==> config.mk <==
export PLATFORM = sky130hd
export DESIGN_NAME = packet_deframer_crc32_check_flat
export DESIGN_NICKNAME = d
export VERILOG_FILES = /design/src/rtl/core/pdc_pkg.sv /design/src/rtl/core/pdc_req_if.sv /design/src/rtl/core/pdc_rsp_if.sv /design/src/rtl/core/pdc_front.sv /design/src/rtl/core/pdc_queue.sv /design/src/rtl/core/pdc_back.sv /design/src/rtl/core/packet_deframer_crc32_check.sv /design/src/flat_wrapper.sv
export SDC_FILE = /design/constraint.sdc
export NUM_CORES = 1
export LEC_CHECK = 0
export BUFFER_PORTS_ARGS = -buffer_cell sky130_fd_sc_hd__buf_2
export CORE_MARGIN = 1
export CORE_UTILIZATION = 60
export CTS_CLUSTER_SIZE = 20
export DETAILED_ROUTE_END_ITERATION = 12
export GPL_TIMING_DRIVEN = 0
export MAX_ROUTING_LAYER = met4
export PLACE_DENSITY = 0.86
export REMOVE_ABC_BUFFERS = 1
export SYNTH_ARGS = -nofsm -noshare
export SYNTH_HDL_FRONTEND = slang
export SYNTH_SLANG_ARGS = --single-unit
==> constraint.sdc <==
create_clock -name clock -period 12.09 [get_ports clock]
set_clock_uncertainty 0.1 [all_clocks]
set_input_delay 1.209 -clock clock [delete_from_list [all_inputs] [get_ports clock]]
set_output_delay 1.209 -clock clock [all_outputs]
set_load 0.01 [all_outputs]
==> src/rtl/core/pdc_pkg.sv <==
// Shared types, constants and the CRC-32 byte update for the packet deframer.
// No dependencies; every module of the block imports this package, the two interfaces do not.
package pdc_pkg;

   localparam int HEADER_BYTES = 16;
   localparam int HC_W         = $clog2(HEADER_BYTES);
   localparam int QUEUE_DEPTH  = 4;

   localparam logic [31:0] MAGIC_WORD        = 32'h4549_5131;  // "EIQ1"
   localparam logic [31:0] CRC_POLY          = 32'hEDB8_8320;
   localparam logic [31:0] ALL_ONES          = 32'hFFFF_FFFF;
   localparam logic [31:0] MAX_PAYLOAD_RESET = 32'd65536;

   // result kind of a beat
   localparam logic KIND_DATA   = 1'b0;
   localparam logic KIND_STATUS = 1'b1;

   typedef enum logic [1:0] {
      PH_HEADER  = 2'd0,
      PH_PAYLOAD = 2'd1,
      PH_DROP    = 2'd2
   } phase_type;

   typedef enum logic [2:0] {
      ST_OK          = 3'd0,
      ST_BAD_MAGIC   = 3'd1,
      ST_OVERSIZE    = 3'd2,
      ST_CRC_BAD     = 3'd3,
      ST_CLOSED_MID  = 3'd4,
      ST_CLEAN_CLOSE = 3'd5
   } status_type;

   // One queued work item: a single beat, or a data beat followed by a
   // status beat when pair is set.
   typedef struct packed {
      logic        pair;
      logic        kind;
      logic [7:0]  data;
      status_type  status;
      logic [31:0] ptype;
      logic [31:0] plen;
   } entry_type;

   // Reflected CRC-32 update over one byte, LSB first.
   function automatic logic [31:0] crc32_byte(input logic [31:0] crc,
                                              input logic [7:0]  data);
      logic [31:0] c;
      c = crc ^ {24'd0, data};
      for (int k = 0; k < 8; k++) begin
         c = c[0] ? ((c >> 1) ^ CRC_POLY) : (c >> 1);
      end
      return c;
   endfunction

endpackage

==> src/rtl/core/pdc_req_if.sv <==
// Input channel of the packet deframer: one stream byte or a close marker.
// Plain valid/ready handshake; no package dependency.
interface pdc_req_if;
   logic       valid;
   logic       ready;
   logic [7:0] data_byte;
   logic       peer_closed;

   modport source (output valid, output data_byte, output peer_closed, input ready);
   modport sink   (input valid, input data_byte, input peer_closed, output ready);
endinterface

==> src/rtl/core/pdc_rsp_if.sv <==
// Result channel of the packet deframer: forwarded payload bytes and status.
// Plain valid/ready handshake; no package dependency.
interface pdc_rsp_if;
   logic        valid;
   logic        ready;
   logic        result_kind;
   logic [7:0]  payload_byte;
   logic [2:0]  status;
   logic [31:0] packet_type;
   logic [31:0] payload_length;
   logic        last;

   modport source (output valid, output result_kind, output payload_byte,
                   output status, output packet_type, output payload_length,
                   output last, input ready);
   modport sink   (input valid, input result_kind, input payload_byte,
                   input status, input packet_type, input payload_length,
                   input last, output ready);
endinterface

==> src/rtl/core/pdc_front.sv <==
// Front end: accepts stream beats, parses the header, runs the CRC and
// pushes one work entry per beat that causes results. Uses pdc_pkg, pdc_req_if.
module pdc_front import pdc_pkg::*; (
   input  logic        clock,
   input  logic        reset,
   input  logic        csr_wr_en,
   input  logic [31:0] csr_wr_data,
   pdc_req_if.sink     req,
   input  logic        q_full,
   output logic        q_push,
   output entry_type   q_entry
);

   localparam logic [HC_W-1:0] HC_LAST = HC_W'(HEADER_BYTES - 1);

   phase_type       phase_ff, phase_in;
   logic [HC_W-1:0] hc_ff, hc_in;
   logic [31:0]     type_ff, type_in;
   logic [31:0]     len_ff, len_in;
   logic [31:0]     exp_ff, exp_in;
   logic [31:0]     magic_ff, magic_in;
   logic [31:0]     remain_ff, remain_in;
   logic [31:0]     crc_ff, crc_in;
   logic [31:0]     max_payload_ff;

   logic        accept;
   logic [31:0] crc_next;
   logic [31:0] remain_dec;

   assign req.ready  = !q_full;
   assign accept     = req.valid && req.ready;
   assign crc_next   = crc32_byte(crc_ff, req.data_byte);
   assign remain_dec = remain_ff - 32'd1;

   // configuration register
   always_ff @(posedge clock) begin
      if (reset) begin
         max_payload_ff <= MAX_PAYLOAD_RESET;
      end else if (csr_wr_en) begin
         max_payload_ff <= csr_wr_data;
      end
   end

   // frame state
   always_ff @(posedge clock) begin
      if (reset) begin
         phase_ff  <= PH_HEADER;
         hc_ff     <= '0;
         type_ff   <= '0;
         len_ff    <= '0;
         exp_ff    <= '0;
         magic_ff  <= '0;
         remain_ff <= '0;
         crc_ff    <= ALL_ONES;
      end else if (accept) begin
         phase_ff  <= phase_in;
         hc_ff     <= hc_in;
         type_ff   <= type_in;
         len_ff    <= len_in;
         exp_ff    <= exp_in;
         magic_ff  <= magic_in;
         remain_ff <= remain_in;
         crc_ff    <= crc_in;
      end
   end

   // next state and queued work
   always_comb begin
      logic clear;
      clear     = 1'b0;
      phase_in  = phase_ff;
      hc_in     = hc_ff;
      type_in   = type_ff;
      len_in    = len_ff;
      exp_in    = exp_ff;
      magic_in  = magic_ff;
      remain_in = remain_ff;
      crc_in    = crc_ff;
      q_push    = 1'b0;
      q_entry.pair   = 1'b0;
      q_entry.kind   = KIND_STATUS;
      q_entry.data   = 8'd0;
      q_entry.status = ST_OK;
      q_entry.ptype  = type_ff;
      q_entry.plen   = len_ff;

      if (req.peer_closed) begin
         // close: report per phase (nothing while dropping), then start over
         clear = 1'b1;
         unique case (phase_ff)
            PH_HEADER: begin
               q_push         = accept;
               q_entry.status = (hc_ff == '0) ? ST_CLEAN_CLOSE : ST_CLOSED_MID;
               q_entry.ptype  = 32'd0;
               q_entry.plen   = 32'd0;
            end
            PH_PAYLOAD: begin
               q_push         = accept;
               q_entry.status = ST_CLOSED_MID;
            end
            default: begin
               q_push = 1'b0;
            end
         endcase
      end else begin
         unique case (phase_ff)
            PH_HEADER: begin
               // shift the byte into its header word
               unique case (hc_ff[HC_W-1:HC_W-2])
                  2'd0: magic_in = {magic_ff[23:0], req.data_byte};
                  2'd1: type_in  = {type_ff[23:0], req.data_byte};
                  2'd2: len_in   = {len_ff[23:0], req.data_byte};
                  default: exp_in = {exp_ff[23:0], req.data_byte};
               endcase
               q_entry.ptype = type_in;
               q_entry.plen  = len_in;
               if (hc_ff != HC_LAST) begin
                  hc_in = hc_ff + 1'b1;
               end else begin
                  hc_in = '0;
                  priority if (magic_in != MAGIC_WORD) begin
                     q_push         = accept;
                     q_entry.status = ST_BAD_MAGIC;
                     phase_in       = PH_DROP;
                  end else if (len_in > max_payload_ff) begin
                     q_push         = accept;
                     q_entry.status = ST_OVERSIZE;
                     phase_in       = PH_DROP;
                  end else if (len_in == 32'd0) begin
                     q_push         = accept;
                     q_entry.status = (exp_in == 32'd0) ? ST_OK : ST_CRC_BAD;
                     clear          = 1'b1;
                  end else begin
                     phase_in  = PH_PAYLOAD;
                     remain_in = len_in;
                     crc_in    = ALL_ONES;
                  end
               end
            end
            PH_PAYLOAD: begin
               // forward the byte; on the final one queue the check result too
               crc_in         = crc_next;
               remain_in      = remain_dec;
               q_push         = accept;
               q_entry.kind   = KIND_DATA;
               q_entry.data   = req.data_byte;
               if (remain_dec == 32'd0) begin
                  q_entry.pair   = 1'b1;
                  q_entry.status = ((crc_next ^ ALL_ONES) == exp_ff) ? ST_OK : ST_CRC_BAD;
                  clear          = 1'b1;
               end
            end
            default: begin
               // drop bytes until close
               q_push = 1'b0;
            end
         endcase
      end

      if (clear) begin
         phase_in  = PH_HEADER;
         hc_in     = '0;
         type_in   = '0;
         len_in    = '0;
         exp_in    = '0;
         magic_in  = '0;
         remain_in = '0;
         crc_in    = ALL_ONES;
      end
   end

endmodule

==> src/rtl/core/pdc_queue.sv <==
// Short work queue between the front end and the result sequencer.
// Register-based circular buffer; uses pdc_pkg for the entry type and depth.
module pdc_queue import pdc_pkg::*; (
   input  logic      clock,
   input  logic      reset,
   input  logic      push,
   input  entry_type push_entry,
   output logic      full,
   input  logic      pop,
   output entry_type head_entry,
   output logic      empty
);

   localparam int PTR_W = $clog2(QUEUE_DEPTH);
   localparam int CNT_W = $clog2(QUEUE_DEPTH + 1);

   entry_type        mem_ff [QUEUE_DEPTH];
   logic [PTR_W-1:0] wr_ptr_ff, rd_ptr_ff;
   logic [CNT_W-1:0] count_ff;

   assign full       = (count_ff == CNT_W'(QUEUE_DEPTH));
   assign empty      = (count_ff == '0);
   assign head_entry = mem_ff[rd_ptr_ff];

   // store pushed entries
   always_ff @(posedge clock) begin
      if (push) begin
         mem_ff[wr_ptr_ff] <= push_entry;
      end
   end

   // advance pointers and fill count
   always_ff @(posedge clock) begin
      if (reset) begin
         wr_ptr_ff <= '0;
         rd_ptr_ff <= '0;
         count_ff  <= '0;
      end else begin
         if (push) begin
            wr_ptr_ff <= (wr_ptr_ff == PTR_W'(QUEUE_DEPTH - 1)) ? '0 : wr_ptr_ff + 1'b1;
         end
         if (pop) begin
            rd_ptr_ff <= (rd_ptr_ff == PTR_W'(QUEUE_DEPTH - 1)) ? '0 : rd_ptr_ff + 1'b1;
         end
         unique case ({push, pop})
            2'b10:   count_ff <= count_ff + 1'b1;
            2'b01:   count_ff <= count_ff - 1'b1;
            default: count_ff <= count_ff;
         endcase
      end
   end

endmodule

==> src/rtl/core/pdc_back.sv <==
// Back end: turns queued work entries into result beats, two for the final
// payload byte of a frame. Uses pdc_pkg and pdc_rsp_if.
module pdc_back import pdc_pkg::*; (
   input  logic      clock,
   input  logic      reset,
   input  entry_type head_entry,
   input  logic      q_empty,
   output logic      q_pop,
   pdc_rsp_if.source rsp
);

   logic sub_ff, sub_in;
   logic fire;

   assign fire  = rsp.valid && rsp.ready;
   assign q_pop = fire && (!head_entry.pair || sub_ff);

   // track which half of a paired entry is showing
   always_ff @(posedge clock) begin
      if (reset) begin
         sub_ff <= 1'b0;
      end else begin
         sub_ff <= sub_in;
      end
   end

   always_comb begin
      sub_in = sub_ff;
      if (fire) begin
         sub_in = head_entry.pair && !sub_ff;
      end
   end

   // drive the beat from the queue head
   always_comb begin
      rsp.valid          = !q_empty;
      rsp.packet_type    = head_entry.ptype;
      rsp.payload_length = head_entry.plen;
      if (head_entry.pair && !sub_ff) begin
         rsp.result_kind  = KIND_DATA;
         rsp.payload_byte = head_entry.data;
         rsp.status       = ST_OK;
         rsp.last         = 1'b0;
      end else if (head_entry.pair) begin
         rsp.result_kind  = KIND_STATUS;
         rsp.payload_byte = 8'd0;
         rsp.status       = head_entry.status;
         rsp.last         = 1'b1;
      end else begin
         rsp.result_kind  = head_entry.kind;
         rsp.payload_byte = head_entry.data;
         rsp.status       = head_entry.status;
         rsp.last         = 1'b1;
      end
   end

endmodule

==> src/rtl/core/packet_deframer_crc32_check.sv <==
// Packet deframer with CRC-32 check. Takes one stream byte (or a close marker)
// per beat and returns forwarded payload bytes and a status beat per frame.
// The input side takes a byte every cycle as long as the four-entry work
// queue has room; each result passes through the queue before it is shown.
// The final payload byte of a frame yields two result beats (the byte, then
// the CRC status), sent one after the other; the queue absorbs that, so
// while the result side is not stalled the sustained rate is one byte per
// cycle. No clearing pass after reset. Write max_payload only while idle.
module packet_deframer_crc32_check import pdc_pkg::*; (
   input  logic        clock,
   input  logic        reset,
   input  logic        csr_wr_en,
   input  logic [31:0] csr_wr_data,
   pdc_req_if.sink     req,
   pdc_rsp_if.source   rsp
);

   logic      q_push, q_full, q_pop, q_empty;
   entry_type q_entry, q_head;

   pdc_front u_front (
      .clock       (clock),
      .reset       (reset),
      .csr_wr_en   (csr_wr_en),
      .csr_wr_data (csr_wr_data),
      .req         (req),
      .q_full      (q_full),
      .q_push      (q_push),
      .q_entry     (q_entry)
   );

   pdc_queue u_queue (
      .clock      (clock),
      .reset      (reset),
      .push       (q_push),
      .push_entry (q_entry),
      .full       (q_full),
      .pop        (q_pop),
      .head_entry (q_head),
      .empty      (q_empty)
   );

   pdc_back u_back (
      .clock      (clock),
      .reset      (reset),
      .head_entry (q_head),
      .q_empty    (q_empty),
      .q_pop      (q_pop),
      .rsp        (rsp)
   );

endmodule

==> src/flat_wrapper.sv <==
// flat-port wrapper written by rule: the top's interface ports become plain ports
module packet_deframer_crc32_check_flat import pdc_pkg::*;
  (clock, reset, csr_wr_en, csr_wr_data, req_valid, req_data_byte, req_peer_closed, req_ready, rsp_valid, rsp_result_kind, rsp_payload_byte, rsp_status, rsp_packet_type, rsp_payload_length, rsp_last, rsp_ready);
  pdc_req_if req_i ();
  pdc_rsp_if rsp_i ();
  input  logic clock;
  input  logic reset;
  input  logic csr_wr_en;
  input  logic [31:0] csr_wr_data;
  input wire logic [$bits(req_i.valid)-1:0] req_valid;
  input wire logic [$bits(req_i.data_byte)-1:0] req_data_byte;
  input wire logic [$bits(req_i.peer_closed)-1:0] req_peer_closed;
  output wire logic [$bits(req_i.ready)-1:0] req_ready;
  output wire logic [$bits(rsp_i.valid)-1:0] rsp_valid;
  output wire logic [$bits(rsp_i.result_kind)-1:0] rsp_result_kind;
  output wire logic [$bits(rsp_i.payload_byte)-1:0] rsp_payload_byte;
  output wire logic [$bits(rsp_i.status)-1:0] rsp_status;
  output wire logic [$bits(rsp_i.packet_type)-1:0] rsp_packet_type;
  output wire logic [$bits(rsp_i.payload_length)-1:0] rsp_payload_length;
  output wire logic [$bits(rsp_i.last)-1:0] rsp_last;
  input wire logic [$bits(rsp_i.ready)-1:0] rsp_ready;
  assign req_i.valid = req_valid;
  assign req_i.data_byte = req_data_byte;
  assign req_i.peer_closed = req_peer_closed;
  assign req_ready = req_i.ready;
  assign rsp_valid = rsp_i.valid;
  assign rsp_result_kind = rsp_i.result_kind;
  assign rsp_payload_byte = rsp_i.payload_byte;
  assign rsp_status = rsp_i.status;
  assign rsp_packet_type = rsp_i.packet_type;
  assign rsp_payload_length = rsp_i.payload_length;
  assign rsp_last = rsp_i.last;
  assign rsp_i.ready = rsp_ready;
  packet_deframer_crc32_check u_core (.clock(clock), .reset(reset), .csr_wr_en(csr_wr_en), .csr_wr_data(csr_wr_data), .req(req_i), .rsp(rsp_i));
endmodule
# Word level (Yosys, flattened, before mapping)

Memory sizes are Yosys's and may differ from the RTL's. A register that Yosys moved wholly into a read port is not among the register bits.
Index checks and enable logic that the tools add are counted.
W data, S select, Z words.

Add/subtract/negate cells: 6
Order comparisons: 1
Multiplexer cells: 97
Equality and inequality tests: 18
Reduce and logical (&&, ||, !) cells: 24
Bitwise gates (word level): 10

Operator list:

| operator                | number |
|---|---|
| $mux W32                | 42 |
| $mux W64                | 2 |
| $pmux W32 S2            | 2 |
| $not A13 Y14            | 8 |
| $logic_not A32 Y1       | 3 |
| $mux W67                | 1 |
| $mux W2                 | 18 |
| $eq A32 B32 Y1          | 1 |
| $gt A32 B32 Y1          | 1 |
| $ne A32 B31 Y1 const B  | 1 |
| $not A32 Y32            | 1 |
| $sub A32 B1 Y32 const B | 1 |
| $xor A32 B8 Y32         | 1 |
| $mux W10                | 2 |
| $mux W1                 | 18 |
| $pmux W3 S2             | 3 |
| $mux W4                 | 4 |
| $mux W8                 | 2 |
| $ne A3 B3 Y1 const B    | 4 |
| $eq A2 B2 Y1 const B    | 4 |
| $reduce_and A7 Y1       | 1 |
| $eq A2 B1 Y1 const B    | 3 |
| $reduce_and A5 Y1       | 1 |
| $add A2 B1 Y2 const B   | 2 |
| 20 further kinds        | 30 |

Memories kept: 1
Output and inout bits: 79
Bits in writable memories: 308
Register bits after elaboration: 238
Input port bits: 46

Memories:

| name                  | depth | bits a word | read ports | clocked after Yosys merged registers in | write ports | RTL line        | source |
|---|---|---|---|---|---|---|---|
| u_core.u_queue.mem_ff | 4     | 77          | 1          | 1                                       | 1           | pdc_queue.sv:17 | `entry_type mem_ff [QUEUE_DEPTH];` |

# Longest topological paths before layout

Depth in word-level cells: 23
Gate-level depth with buffers: 21
Depth with buffers taken out: 18

# Modules after synthesis

Synthesis repeated with hierarchy kept, for this count alone.

Cells, all modules: 1951
Area total of the unflattened synthesis: 24846.3 µm²

By module, submodules not included:

| module    | cells an instance | sequential area each (µm²) | area each (µm²) | instances |
|---|---|---|---|---|
| pdc_front | 1414              | 4604.4                     | 12619.6         | 1 |
| pdc_queue | 451               | 9429.0                     | 11592.4         | 1 |
| pdc_back  | 86                | 20.0                       | 634.4           | 1 |

# Worst setup path before layout

OpenSTA, ideal clock, no wires.

Path type: register -> register
From: register u_core.u_front.hc_ff[2]
To: memory u_core.u_queue.mem_ff[0][0] (netlist name) (enable)
Arrival: 5.273 ns
Required time: 11.546 ns
Setup time: 0.444 ns
Setup slack: 6.273 ns
Stages on the path, launching flop included: 15
Clock period less this slack: 5.817 ns
Cell sequence: dfxtp_1 clkbuf_1 nand2b_1 clkbuf_1 buf_1 mux2i_1 inv_1 ha_1 nand4_1 nor4_1 a221o_1 o211ai_1 nor4b_1 o32ai_1 and2_1

Cells in the longest elaborated chain, start to end: 13

RTL lines:

| what                                                   | RTL line         | source |
|---|---|---|
| start, declared                                        | pdc_front.sv:17  | `logic [HC_W-1:0] hc_ff, hc_in;` |
| start signal, assigned                                 | pdc_front.sv:57  | `hc_ff <= hc_in;` |
| branches (longest 8 deep; another with $gt A32 B32 Y1) | n/a              |  |
| $mux W1 *                                              | pdc_front.sv:117 | `if (hc_ff != HC_LAST) begin` |
| $pmux W1 S2 *                                          | pdc_front.sv:106 | `unique case (phase_ff)` |
| $mux W1 *                                              | pdc_front.sv:87  | `if (req.peer_closed) begin` |
| $mux W1 *                                              | pdc_queue.sv:27  | `if (push) begin` |
| $mux W1 (not written as such) *                        | pdc_queue.sv:28  | `mem_ff[wr_ptr_ff] <= push_entry;` |
| end, declared                                          | pdc_queue.sv:17  |  |

Mark *: on every way between the ends. The select of a mux whose other input is x is not followed.

# Worst setup path after layout

From: register u_core.u_front.hc_ff[2]
To: register u_core.u_front.type_ff[18]

Cells in the longest elaborated chain, start to end: 13

RTL lines:

| what                                                    | RTL line        | source |
|---|---|---|
| branches (longest 13 deep; another with $gt A32 B32 Y1) | n/a             |  |
| end signal, assigned                                    | pdc_front.sv:58 | `type_ff <= type_in;` |
| end, declared                                           | pdc_front.sv:18 | `logic [31:0] type_ff, type_in;` |

Several ways; the timed one is not identified. The select of a mux whose other input is x is not followed.
A chain may end at the register's enable or synchronous reset.

==> summary.md <==
| Metric | Value |
|---|---|
| Leakage | 10.3 nW |
| Die area | between 40000 and 50000 sq um |
| Max Fanout on Critical Path | 24 |
| Distinct cells, synth | 86 |
| Post-Place Worst Slack | 5070 ps |
| Grt total ovfl | 0 |
| Synth-to-Final Area Change | 12.1% |
| Clk buf depth | 3 |
| Overall routing resource usage | 0.327 |
| Max Cap Viol | 0 |
| Max Transition Viols Final | 0 |
| Sink Count | 548 |
| Initial antenna violation count | 2 |
| Syn. warnings | 0 |
| H-Tree Level Count | 2 |
| CTS tree | built |
| Max stage delay on crit path | 1460 ps |
| Post-route setup slack | about 5000 ps |
| RSZ-0062 raised after global routing | false |
| Syn Area/Cell | 12.6 sq um |
| Post-CTS setup buffer count | 0 |
| Post-CTS resize count | 0 |
| Final hold violations | 0 |
| Internal power | between 3 and 4 mW |
| Number of global-route vias before repair | around 17000 |
| CP cell instances | nand2b_2, buf_16, mux2i_1, inv_1, ha_1, nand4_1, nor4_1, nand3_1, a21boi_0, a31oi_1, a31oi_1, nand4_1, o21bai_1, a22o_1 |
| Clock slew at the register clock pins of the worst setup and hold paths | 70 ps |
| Startpoint Class | flop |
| Row count | 73 |
| Final wirelength | 65500 microns |
| Placer Congestion | 0.937 |
| Final Cycle Share | 0.586 |
| Core box area | ~40000 sq um |
| Fin Hold WS | 374 ps |
| Fin util | 0.686 |
| Number of DRC markers in iteration 0 | 2215 |
| Slew headroom | 0.114 |
| Area of placed instances | 25600 sq um |
| Routed Antenna Nets | 0 |
| Initial Util | 0.611 |
| Vias | 17355 |
| Cells after Synth | 1945 |
| Commonest non-fill, non-tap cell in the layout | edfxtp_1 |
| #FFs+latches synth | between 500 and 600 |
| # DRC | 0 |
| FMAX | roughly 0.14 GHz |
| Hold Buf Count CTS | 0 |
| Layout cells sized above 1 | 0.204 |
| Worst-Skew Late Latency | 630 ps |
| Via density | 6.71 |
| Cell Area, Synth | 24500 sq um |
| DR WL/cell | 25.3 microns |
| CTS root buf | clkbuf_16 |
| Most frequent cells in the layout | edfxtp_1 (308), dfxtp_1 (238), nor2_1 (147) |
| Req. time, crit path | 12550 ps |
| Fraction of registers with async set/reset | 0 |
| Worst hold path type | reg -> reg |
| Die W | a little over 200 microns |
| Post-layout min period | about 7100 ps |
| Sequential share of power | 0.488 |
| Critical path data arrival time | 7540 ps |
| Post-synth EDFFs | 308 |
| Final nets | around 2100 |
| Worst vdd ir | 0.000111 V |
| Post-synthesis sequential area ratio | 0.575 |
| Slew @ Worst Pin | about 1300 ps |
| Setup Total Neg Slack | 0 ps |
| TritonRoute pass-1 iters | 6 |
| Combinational power share | 0.107 |
| Design area | 27400 sq um |
| Crit. End Element | flop |
| Critical path's top delay family | compound AO/OA/AOI/OAI gates |
| CP max stage cell | o21bai_1 |
| Predominant post-synthesis flop cell | edfxtp_1 |
| Clk pwr share | 0.405 |
| Port Buf Inserts | 124 |
| Die H | 204 microns |
| Net Sw Frac | 0.247 |
| Kind of critical path | reg -> reg |
| First-pass GRT wire length | 101000 microns |
| Status | complete, no violations |
| Final Setup Violations | 0 |
| Worst path bufs/invs | 2 |
| PD cells | 152 nW/um^2 |
| Io pins | about 130 |
| Switching pwr | 1.03 mW |
| TritonCTS Buffers | 53 |
| Hpwl dp | 41200 microns |
| Largest net degree at the start of global routing | 57 |
cell families after synthesis:
kind of cell	count (synthesis)	synth area share
XOR/XNOR	117	0.0456
adder cells (fa/ha/maj)	43	0.0223
AO/OA/AOI/OAI	399	0.125
AND/OR/NAND/NOR	471	0.0973
buffers and inverters	221	0.0356
multiplexers	146	0.0992
flip-flops	548	0.575
cells in the mapped netlist (all sizes together), types with 10 or more instances:
master | n | area (sq um)
mux2i | 68 | 681
dfxtp | 240 | 4800
xor2 | 33 | 289
o21ai | 81 | 405
buf | 44 | 205
mux4 | 77 | 1730
edfxtp | 308 | 9250
nor2b | 19 | 119
o221a | 80 | 901
clkbuf | 82 | 308
a22o | 54 | 473
a211oi | 16 | 120
nor4b | 13 | 114
xnor2 | 78 | 691
nand2 | 116 | 435
and2 | 10 | 62.6
nor3 | 29 | 155
inv | 95 | 357
a21oi | 63 | 315
nor2 | 148 | 556
a31oi | 22 | 159
o32ai | 10 | 87.6
nand3 | 28 | 158
nor4 | 32 | 251
ha | 42 | 526
and3 | 13 | 81.3
nand4 | 27 | 169
power by group through the flow:
| stage | Sequential, mW | Clock (mW) | Combinational [mW] |
|---|---|---|---|
| 6_report | 2.04 | 1.69 | 0.448 |
| 5_1_grt | 2.04 | 1.77 | 0.480 |
| 2_1_floorplan | 2.08 | 0 | 0.280 |
| 3_5_place_dp | 2.07 | 0 | 0.435 |
| 4_1_cts | 2.04 | 1.70 | 0.445 |
| 3_3_place_gp | 2.09 | 0 | 0.402 |
flip-flops by register name, indices dropped and copies added (netlist names), 3 cells and up, named ones only:
name                           cells
u_core.u_front.crc_ff             32
u_core.u_queue.count_ff            3
u_core.u_front.type_ff            32
u_core.u_front.magic_ff           32
u_core.u_front.max_payload_ff     32
u_core.u_front.len_ff             32
u_core.u_front.exp_ff             32
u_core.u_queue.mem_ff            308
u_core.u_front.remain_ff          32
u_core.u_front.hc_ff               4
stage by stage:
stage                     cells  power [mW]
after floorplan            1819        2.36
after detailed placement   2483        2.51
after global placement     2468        2.49
after global routing       2586        4.29
after CTS                  2583        4.18
final                      2586        4.17
area by class of cell:
cell class	count	area [sq um]
inverters	95	357
multi-input cells	1176	9600
repair buffers	140	981
diodes	2	5.00
flip-flops and latches	548	14100
fillers	2608	12600
clock inverters	28	322
clock buffers	72	1450
well taps	525	657
path summary, 6_finish.rpt:
path | startpoint | endpoint | slack, ps | cells past startpoint
worst max-delay path | u_core.u_front.hc_ff[2] | u_core.u_front.type_ff[18] | 5010 | 14
worst min-delay path | u_core.u_front.crc_ff[24] | u_core.u_front.crc_ff[24] | 370 | 2
worst max register to register | u_core.u_front.hc_ff[2] | u_core.u_front.type_ff[18] | 5010 | 14
worst min register to register | u_core.u_front.crc_ff[24] | u_core.u_front.crc_ff[24] | 370 | 2
tightest hold or removal path: cells and delay by family (launching register included):
| kind | cells | cell delay [ps] |
|---|---|---|
| AOI/OAI and AO/OA | 1 | 60 |
| buffers and inverters | 1 | 70 |
| DFF | 1 | 290 |
routing by layer:
metal	vias up	wire (microns)	share of wire	GRT usage
li1	7524	-	-	-
met1	8524	25200	0.38	0.418
met2	1118	31800	0.49	0.519
met3	189	6380	0.097	0.0585
met4	0	2180	0.033	0.126
met5	-	0	0	-
No activity file was read; power rests on OpenSTA's default activity.
